==> src/hdl/pidaw_pkg.sv <==
`default_nettype none

package pidaw_pkg;

    // number formats
    localparam int DATA_WIDTH       = 32;
    localparam int FRAC_BITS        = 16;
    localparam int INTEGRATOR_WIDTH = 48;

    localparam int ERR_W   = (DATA_WIDTH < 32) ? DATA_WIDTH : 32;
    localparam int MUL_A_W = (INTEGRATOR_WIDTH > DATA_WIDTH) ? INTEGRATOR_WIDTH : DATA_WIDTH;
    localparam int MUL_B_W = 32;
    localparam int RES_W   = 64;
    localparam int WIDE_W  = 66;

    localparam int CFG_INDEX_W = 3;
    localparam int CFG_DATA_W  = 64;

    localparam int MODE_DEG_BIT      = 0;
    localparam int MODE_BACKCALC_BIT = 1;

    // pi/180 in the data format
    localparam longint unsigned DEG2RAD_L =
        (((64'd1 << FRAC_BITS) * 64'd17453293) + 64'd500000000) / 64'd1000000000;
    localparam logic signed [MUL_B_W-1:0] DEG2RAD = MUL_B_W'(DEG2RAD_L);

    typedef enum logic [CFG_INDEX_W-1:0] {
        REG_PROP_GAIN         = 3'd0,
        REG_INTEGRAL_GAIN     = 3'd1,
        REG_DERIV_GAIN        = 3'd2,
        REG_BACKCALC_GAIN     = 3'd3,
        REG_SAMPLE_PERIOD     = 3'd4,
        REG_OUTPUT_LIMITS     = 3'd5,
        REG_INTEGRATOR_LIMITS = 3'd6,
        REG_MODE              = 3'd7
    } cfg_index_t;

    typedef struct packed {
        logic signed [31:0] prop_gain;
        logic signed [31:0] integral_gain;
        logic signed [31:0] deriv_gain_per_period;
        logic signed [31:0] backcalc_gain;
        logic [30:0]        sample_period;
        logic [63:0]        output_limits;
        logic [63:0]        integrator_limits;
        logic [1:0]         mode;
    } cfg_regs_t;

    typedef enum logic [2:0] {
        ST_IDLE,
        ST_ERR,
        ST_ISSUE,
        ST_WAIT,
        ST_INTEG,
        ST_CLIP,
        ST_SUM,
        ST_OUT
    } ctl_state_t;

    typedef enum logic [2:0] {
        OP_DEG,
        OP_P,
        OP_D,
        OP_IOLD,
        OP_ESP,
        OP_EXC,
        OP_I
    } mul_op_t;

    typedef enum logic [1:0] {
        MS_IDLE,
        MS_PROD,
        MS_ACC,
        MS_RND
    } mul_state_t;

    typedef struct packed {
        logic signed [WIDE_W-1:0] value;
        logic                     hit;
    } clamp_t;

    // saturate to w signed bits
    function automatic logic signed [WIDE_W-1:0] sat_wide(input logic signed [WIDE_W-1:0] v,
                                                          input int w);
        logic signed [WIDE_W-1:0] hi;
        logic signed [WIDE_W-1:0] lo;
        hi = (WIDE_W'(1) <<< (w - 1)) - WIDE_W'(1);
        lo = -hi - WIDE_W'(1);
        if (v > hi) begin
            sat_wide = hi;
        end else if (v < lo) begin
            sat_wide = lo;
        end else begin
            sat_wide = v;
        end
    endfunction

    // max is tested first, so with crossed limits a value above the max gets the max and any other value the min
    function automatic clamp_t clamp_lim(input logic signed [WIDE_W-1:0] v,
                                         input logic [63:0] lim);
        clamp_t                   r;
        logic signed [WIDE_W-1:0] lo;
        logic signed [WIDE_W-1:0] hi;
        lo = WIDE_W'($signed(lim[31:0]));
        hi = WIDE_W'($signed(lim[63:32]));
        r.value = v;
        r.hit   = 1'b0;
        if (v > hi) begin
            r.value = hi;
            r.hit   = 1'b1;
        end else if (v < lo) begin
            r.value = lo;
            r.hit   = 1'b1;
        end
        clamp_lim = r;
    endfunction

endpackage

`default_nettype wire

==> src/hdl/pidaw_mul.sv <==
`default_nettype none

module pidaw_mul (
    input  wire logic                                aclk,
    input  wire logic                                aresetn,
    input  wire logic                                start,
    input  wire logic signed [pidaw_pkg::MUL_A_W-1:0] op_a,
    input  wire logic signed [pidaw_pkg::MUL_B_W-1:0] op_b,
    output logic                                     done,
    output logic signed [pidaw_pkg::RES_W-1:0]       result
);
    import pidaw_pkg::*;

    localparam int NCHUNK = (MUL_A_W + 31) / 32;
    localparam int SEL_W  = (NCHUNK > 1) ? $clog2(NCHUNK) : 1;
    localparam int PAD_W  = NCHUNK * 32;
    localparam int ACC_W  = MUL_A_W + 32;

    localparam logic [ACC_W-1:0] HALF    = ACC_W'(1) << (FRAC_BITS - 1);
    localparam logic [ACC_W-1:0] MAG_LIM = ACC_W'(1) << (RES_W - 1);
    localparam logic signed [RES_W-1:0] RES_MAX = {1'b0, {(RES_W-1){1'b1}}};
    localparam logic signed [RES_W-1:0] RES_MIN = {1'b1, {(RES_W-1){1'b0}}};

    mul_state_t mstate_reg, mstate_next;

    logic [MUL_A_W-1:0]       a_mag_reg;
    logic [MUL_B_W-1:0]       b_mag_reg;
    logic                     neg_reg;
    logic [SEL_W-1:0]         sel_reg;
    logic [63:0]              prod_reg;
    logic [ACC_W-1:0]         acc_reg;
    logic signed [RES_W-1:0]  result_reg;
    logic                     done_reg;

    logic [PAD_W-1:0]         a_pad;
    logic [31:0]              chunk;
    logic                     more;
    logic [ACC_W-1:0]         acc_add;
    logic [ACC_W-1:0]         mag;
    logic signed [RES_W-1:0]  res_val;

    assign a_pad = PAD_W'(a_mag_reg);
    assign chunk = a_pad[{sel_reg, 5'b0} +: 32];

    // any nonzero chunk above the current one
    always_comb begin
        more = 1'b0;
        for (int k = 0; k < NCHUNK; k++) begin
            if (k > int'(sel_reg) && a_pad[k*32 +: 32] != 32'd0) begin
                more = 1'b1;
            end
        end
    end

    assign acc_add = ACC_W'(prod_reg) << {sel_reg, 5'b0};
    assign mag     = (acc_reg + HALF) >> FRAC_BITS;

    always_comb begin
        if (neg_reg) begin
            res_val = (mag >= MAG_LIM) ? RES_MIN : -$signed(RES_W'(mag));
        end else begin
            res_val = (mag >= MAG_LIM) ? RES_MAX : $signed(RES_W'(mag));
        end
    end

    always_comb begin
        mstate_next = mstate_reg;
        unique case (mstate_reg)
            MS_IDLE: if (start) mstate_next = MS_PROD;
            MS_PROD: mstate_next = MS_ACC;
            MS_ACC:  mstate_next = more ? MS_PROD : MS_RND;
            MS_RND:  mstate_next = MS_IDLE;
            default: mstate_next = MS_IDLE;
        endcase
    end

    always_ff @(posedge aclk) begin
        if (!aresetn) begin
            mstate_reg <= MS_IDLE;
            done_reg   <= 1'b0;
        end else begin
            mstate_reg <= mstate_next;
            done_reg   <= (mstate_reg == MS_RND);
        end
    end

    always_ff @(posedge aclk) begin
        if (mstate_reg == MS_IDLE && start) begin
            a_mag_reg <= op_a[MUL_A_W-1] ? MUL_A_W'(-op_a) : MUL_A_W'(op_a);
            b_mag_reg <= op_b[MUL_B_W-1] ? MUL_B_W'(-op_b) : MUL_B_W'(op_b);
            neg_reg   <= op_a[MUL_A_W-1] ^ op_b[MUL_B_W-1];
            sel_reg   <= '0;
            acc_reg   <= '0;
        end
        if (mstate_reg == MS_PROD) begin
            prod_reg <= chunk * b_mag_reg;
        end
        if (mstate_reg == MS_ACC) begin
            acc_reg <= acc_reg + acc_add;
            if (more) begin
                sel_reg <= sel_reg + SEL_W'(1);
            end
        end
        if (mstate_reg == MS_RND) begin
            result_reg <= res_val;
        end
    end

    assign done   = done_reg;
    assign result = result_reg;

endmodule

`default_nettype wire
==> config.mk <==
export PLATFORM = sky130hd
export DESIGN_NAME = pidaw_mul
export DESIGN_NICKNAME = d
export VERILOG_FILES = /design/src/hdl/pidaw_pkg.sv /design/src/hdl/pidaw_mul.sv
export SDC_FILE = /design/constraint.sdc
export NUM_CORES = 2
export LEC_CHECK = 0
export BUFFER_PORTS_ARGS = -buffer_cell sky130_fd_sc_hd__buf_4
export CAP_MARGIN = 0
export CORE_MARGIN = 1
export CORE_UTILIZATION = 27
export CTS_CLUSTER_SIZE = 25
export DETAILED_ROUTE_END_ITERATION = 8
export GPL_TIMING_DRIVEN = 0
export PLACE_DENSITY_LB_ADDON = 0.25
export SLEW_MARGIN = 20
export SYNTH_ARGS = -nofsm -noshare
export SYNTH_HDL_FRONTEND = slang
export SYNTH_SLANG_ARGS = --single-unit
==> constraint.sdc <==
create_clock -name aclk -period 7.9 [get_ports aclk]
set_input_delay 0.395 -clock aclk [delete_from_list [all_inputs] [get_ports aclk]]
set_output_delay 0.395 -clock aclk [all_outputs]
set_load 0.02 [all_outputs]
Word level (Yosys, flattened, before mapping)
Cells that the tools add are included.
Widths: inputs -> output; s select.
- mux-type cells: 14
- multiply operators: 1
- magnitude comparators: 2
- equal/unequal tests: 4
- shift-type cells: 2
- reduce and logical (&&, ||, !) cells: 5
- bitwise gates (word level): 1
- $add $sub $neg: 6
- operators by type and width (operator ; number):
    $mux 64 ; 3
    $mux 80 ; 2
    $add 80x16->80 const B ; 1
    $add 80x80->80 ; 1
    $shl 64x6->80 ; 1
    $ge 64x64->1 const B ; 1
    $mul 32x32->64 ; 1
    $neg 64->64 ; 1
    $shiftx 64x7->32 ; 1
    $neg 48->48 ; 1
    $mux 47 ; 1
    $neg 32->32 ; 1
    $reduce_bool 32->1 ; 1
    $mux 31 ; 1
    $pmux 2 s4 ; 1
    $eq 2x2->1 const B ; 2
    $mux 1 ; 4
    $mux 2 ; 2
    $eq 2x1->1 const B ; 1
    $logic_and 1x1->1 ; 2
    $logic_not 2->1 ; 1
    $ne 2x2->1 const B ; 1
    $reduce_bool 2->1 ; 1
    $add 1x1->1 const B ; 1
    other kinds (2) ; 2
- bits of input ports: 83
- bits in registers: 293
- output and inout bits: 65
- word-level logic and storage cells: 46

Longest topological paths before layout
- depth in word-level cells: 5
- mapped depth: 33
- gate-level depth less buffers: 30

Least setup slack after synthesis
No wires, ideal clock.
- path type: register to register
- start: register sel_reg
- end: register prod_reg[56] (data pin)
- library setup time: 0.265 ns
- buffers on the path: 3
- period minus slack after synthesis: 8.300 ns
- arrival: 8.035 ns
- required time: 7.635 ns
- cell stages (with the launch flop): 29
- path slack: -0.400 ns
- cell sequence: dfxtp_1 -> buf_1 -> mux2_2 -> clkbuf_1 -> and2_1 -> fa_1 -> inv_1 -> fa_1 -> inv_1 -> fa_1 -> fa_1 -> fa_1 -> fa_1 -> fa_1 -> inv_1 -> fa_1 -> inv_1 -> ha_1 -> clkbuf_1 -> a21o_1 -> a21o_1 -> a21oi_1 -> o31ai_1 -> a221oi_1 -> o211a_1 -> nor3b_1 -> o31a_1 -> o41a_1 -> xor2_1
- cells in the longest elaborated chain, start to end: 2
- ends and longest elaborated chain (item ; RTL line ; source):
    start, declared ; pidaw_mul.sv:29 ; logic [SEL_W-1:0] sel_reg;
    start signal, assigned ; pidaw_mul.sv:101 ; sel_reg <= sel_reg + SEL_W'(1);
    $shiftx 64x7->32 ; pidaw_mul.sv:43 ; assign chunk = a_pad[{sel_reg, 5'b0} +: 32];
    $mul 32x32->64 ; pidaw_mul.sv:96 ; prod_reg <= chunk * b_mag_reg;
    end signal, assigned ; pidaw_mul.sv:96 ;
    end, declared ; pidaw_mul.sv:30 ; logic [63:0] prod_reg;
No other way between the ends.
A chain may end at the register's enable or synchronous reset.

Worst setup path after layout
- start: register b_mag_reg[13]
- end: register prod_reg[56] (data pin)
- cells in the longest elaborated chain, start to end: 1
- ends and longest elaborated chain (item ; RTL line ; source):
    start, declared ; pidaw_mul.sv:27 ; logic [MUL_B_W-1:0] b_mag_reg;
    start signal, assigned ; pidaw_mul.sv:90 ; b_mag_reg <= op_b[MUL_B_W-1] ? MUL_B_W'(-op_b) : MUL_B_W'(op_b);
    $mul 32x32->64 ; pidaw_mul.sv:96 ;
No other way between the ends.

==> flow_summary.yaml <==
status:
  outcome: "complete, but fails checks"
  violations: "setup timing"
min_path:
  hold_depth: 2
  worstHoldStart: "aresetn"
  holdCritPathClass: "input port to flop"
  hold_end: "mstate_reg[1]"
timing:
  period_share_pct: 109
  setup_tns_ns: -7.59
  finalSetupViolCount: 24
  worst_hold_slack_ns: 0.0469
  hold_violations: 0
  rsz0062_at_grt: "true"
  min_period_ns: 8.57
  finClkSkew_ns: 0.0372
  fmax_mhz: 117
  maxSlewHeadroom_pct: 27.7
  final_max_slew_viol_count: 0
  tightest_slew_ns: 1.09
  layout_setup_ws_ns: -0.673
final_layout:
  final_cell_mix: "inv_1, fa_1, nand2_1, and2_1, ha_1"
  final_common_cell: "inv_1"
  largest_register_ffs: 80
  fill_cells: 20300
  nNetsFinal: 7439
  stdcell_area_sq_um: 62900
  final_layout_size_suffix_gt1_share_pct: 13.8
  syn2layout_area_growth_pct: 17.9
logic_synthesis:
  synth-seq-cells: 293
  synth_top_area_share_pct: 33.6
  ys_async_sr_fraction_pct: 0
  yosysWarnings: 0
  syn_area_per_cell_sq_um: 9.23
  syn-cell-area_sq_um: 53400
  ys_seq_area_share_pct: 16.4
  synth-edff-count: 289
  synth_flop_cell: "edfxtp_1"
  synth_area_leaders: "fa_1, edfxtp_1, ha_1"
  synthCells: 5788
  synth.largest_area_cell: "fa_1"
  syn_nets: 7114
  yosysUniqueCellTypes: 80
setup_path:
  reg2reg_from: "b_mag_reg[13]"
  reg2reg_depth: 24
  r2r-end: "prod_reg[56]"
  worst-setup-path-type: "flop to flop"
  endpoint_kind: "flop"
  reg2reg_slack_ns: -0.67
  arrival_ns: 8.94
  start_kind: "flop"
  crit_fanout: 10
  required_ns: 8.27
die:
  start_util_pct: 27.3
  die_area_sq_um: 200000
  core_area_sq_um: 196000
  ios: 148
  die_h_um: 447
  fp-row-count: 162
  fp.dieW_um: 447
clock_tree:
  cts-buffers-inserted: 37
  worstSkewPairLatency_ns: 0.64
  clkSlewWorstSetupHoldPaths_ns: 0.06
  clkSinkCount: 293
  clockBufferDepth: 3
  htreeDepth: 2
  ctsRootBufferMaster: "clkbuf_16"
  cts_tree: "built"
placed_design:
  dp_hpwl_um: 178000
  io_buffers: 147
  placed_cell_area_sq_um: 58200
  place_ws_ns: -2.86
  place_congestion: 0.998
global_route:
  grt_overflow: 0
  grt_use_total_pct: 21.6
  antenna_found_initial: 19
  grt_max_degree: 62
  grt_pass1_wl_um: 312000
  grt_pass1_vias: 44300
detailed_routing:
  vias: 43000
  drt-met1-wl_um: 89900
  met3WireLength_um: 16600
  drt_iter0_drc: 3285
  drc_errors: 0
  wirelength_um: 218000
  wl_per_cell_um: 24.8
  wl_met2_um: 97800
  dr.max_layer_used: "met5"
  drt-pass1-iter-count: 5
  ant_nets: 0
  routed_via_density: 4.90
run:
  max-cap-violations: 0
[critical path, stage by stage, from the launching register on]
cell	delay, ns
edfxtp_1	0.67
buf_2	0.57
nand2_1	0.13
fa_1	0.50
inv_1	0.05
fa_1	0.47
inv_1	0.08
fa_1	0.57
inv_1	0.06
fa_1	0.49
fa_2	0.64
fa_2	0.49
fa_2	0.57
fa_2	0.50
ha_4	0.27
a21o_1	0.19
a21o_1	0.20
a21oi_2	0.20
o31ai_2	0.11
a221oi_2	0.37
o211a_4	0.27
nor3b_4	0.06
o31a_1	0.26
o41a_1	0.37
xor2_2	0.17
[per-stage QoR]
step                instances  utilization [%]
global placement         8559             29.6
global route             8770             32.2
CTS                      8713             31.6
detailed placement       8575             29.7
floorplan                5788                -
finish                   8779             32.2
[how the worst max path moves through the flow]
stage	from	end	slack, ns	depth (start not counted)
6_report	b_mag_reg[13]	prod_reg[56]	-0.67	24
3_3_place_gp	start	sel_reg	-3.85	3
4_1_cts	sel_reg	prod_reg[56]	-0.61	26
3_5_place_dp	sel_reg	prod_reg[61]	-2.86	26
2_1_floorplan	sel_reg	prod_reg[56]	0.002	30
5_1_grt	sel_reg	prod_reg[61]	-0.72	28
[synthesized netlist by cell type (all sizes together) (7+ instances only)]
cell / number
xnor2: 185
fa: 897
nor2b: 59
or2: 14
nor3b: 7
xor2: 98
a31o: 10
o21bai: 32
a21oi: 210
or3: 19
nor3: 52
and3: 45
nor2: 220
a211oi: 23
a31oi: 24
edfxtp: 289
nand2: 675
nor4: 29
clkbuf: 307
o21a: 24
o211ai: 15
nand3: 83
buf: 11
a22oi: 19
and2: 604
mux2i: 14
o41ai: 17
ha: 346
a21o: 93
o21ai: 163
nand4: 75
nand2b: 25
o31ai: 34
and4: 11
mux2: 49
or4: 15
inv: 921
[logic make-up (layout without fill, tap and decap cells)]
| family | Yosys count | in the layout | synth area share (%) |
|---|---|---|---|
| AND/OR/NAND/NOR | 1945 | 1945 | 18.6 |
| adder cells (fa/ha/maj) | 1243 | 1243 | 41.7 |
| buffers and inverters | 1239 | 1593 | 8.72 |
| AO/OA/AOI/OAI | 722 | 722 | 8.58 |
| flip-flops | 293 | 293 | 16.4 |
| XOR/XNOR | 283 | 283 | 4.64 |
| multiplexers | 63 | 63 | 1.30 |
| other | 0 | 13 | 0 |
[routing by layer]
layer,track usage [%],vias to the layer above
met4,10.9,4
met3,3.88,436
met1,27.9,21600
li1,-,19100
met2,34.6,1829
met5,0,-
[final cells by class]
type | instances | area (sq um) | share of cell area [%]
plain buffers | 303 | 2170 | 3.45
well taps | 2624 | 3280 | 5.22
flip-flops and latches | 293 | 8760 | 13.9
multi-input cells | 4256 | 41300 | 65.7
diodes | 13 | 32.5 | 0.0517
inverters | 921 | 3460 | 5.49
clock inverters | 27 | 304 | 0.483
clock buffers | 41 | 941 | 1.49
repair buffers | 301 | 2660 | 4.22
[repair_timing]
item	CTS	global route
buffers inserted	82	53
resized for setup	467	186
cloned	1	1
endpoints found under the hold margin	2	0
pin swaps	99	107
endpoints found under the setup margin	43	31
hold buffers	2	0
Power is not shown: default switching activity piles up to over one toggle a cycle in this logic, so the estimate is an artifact.
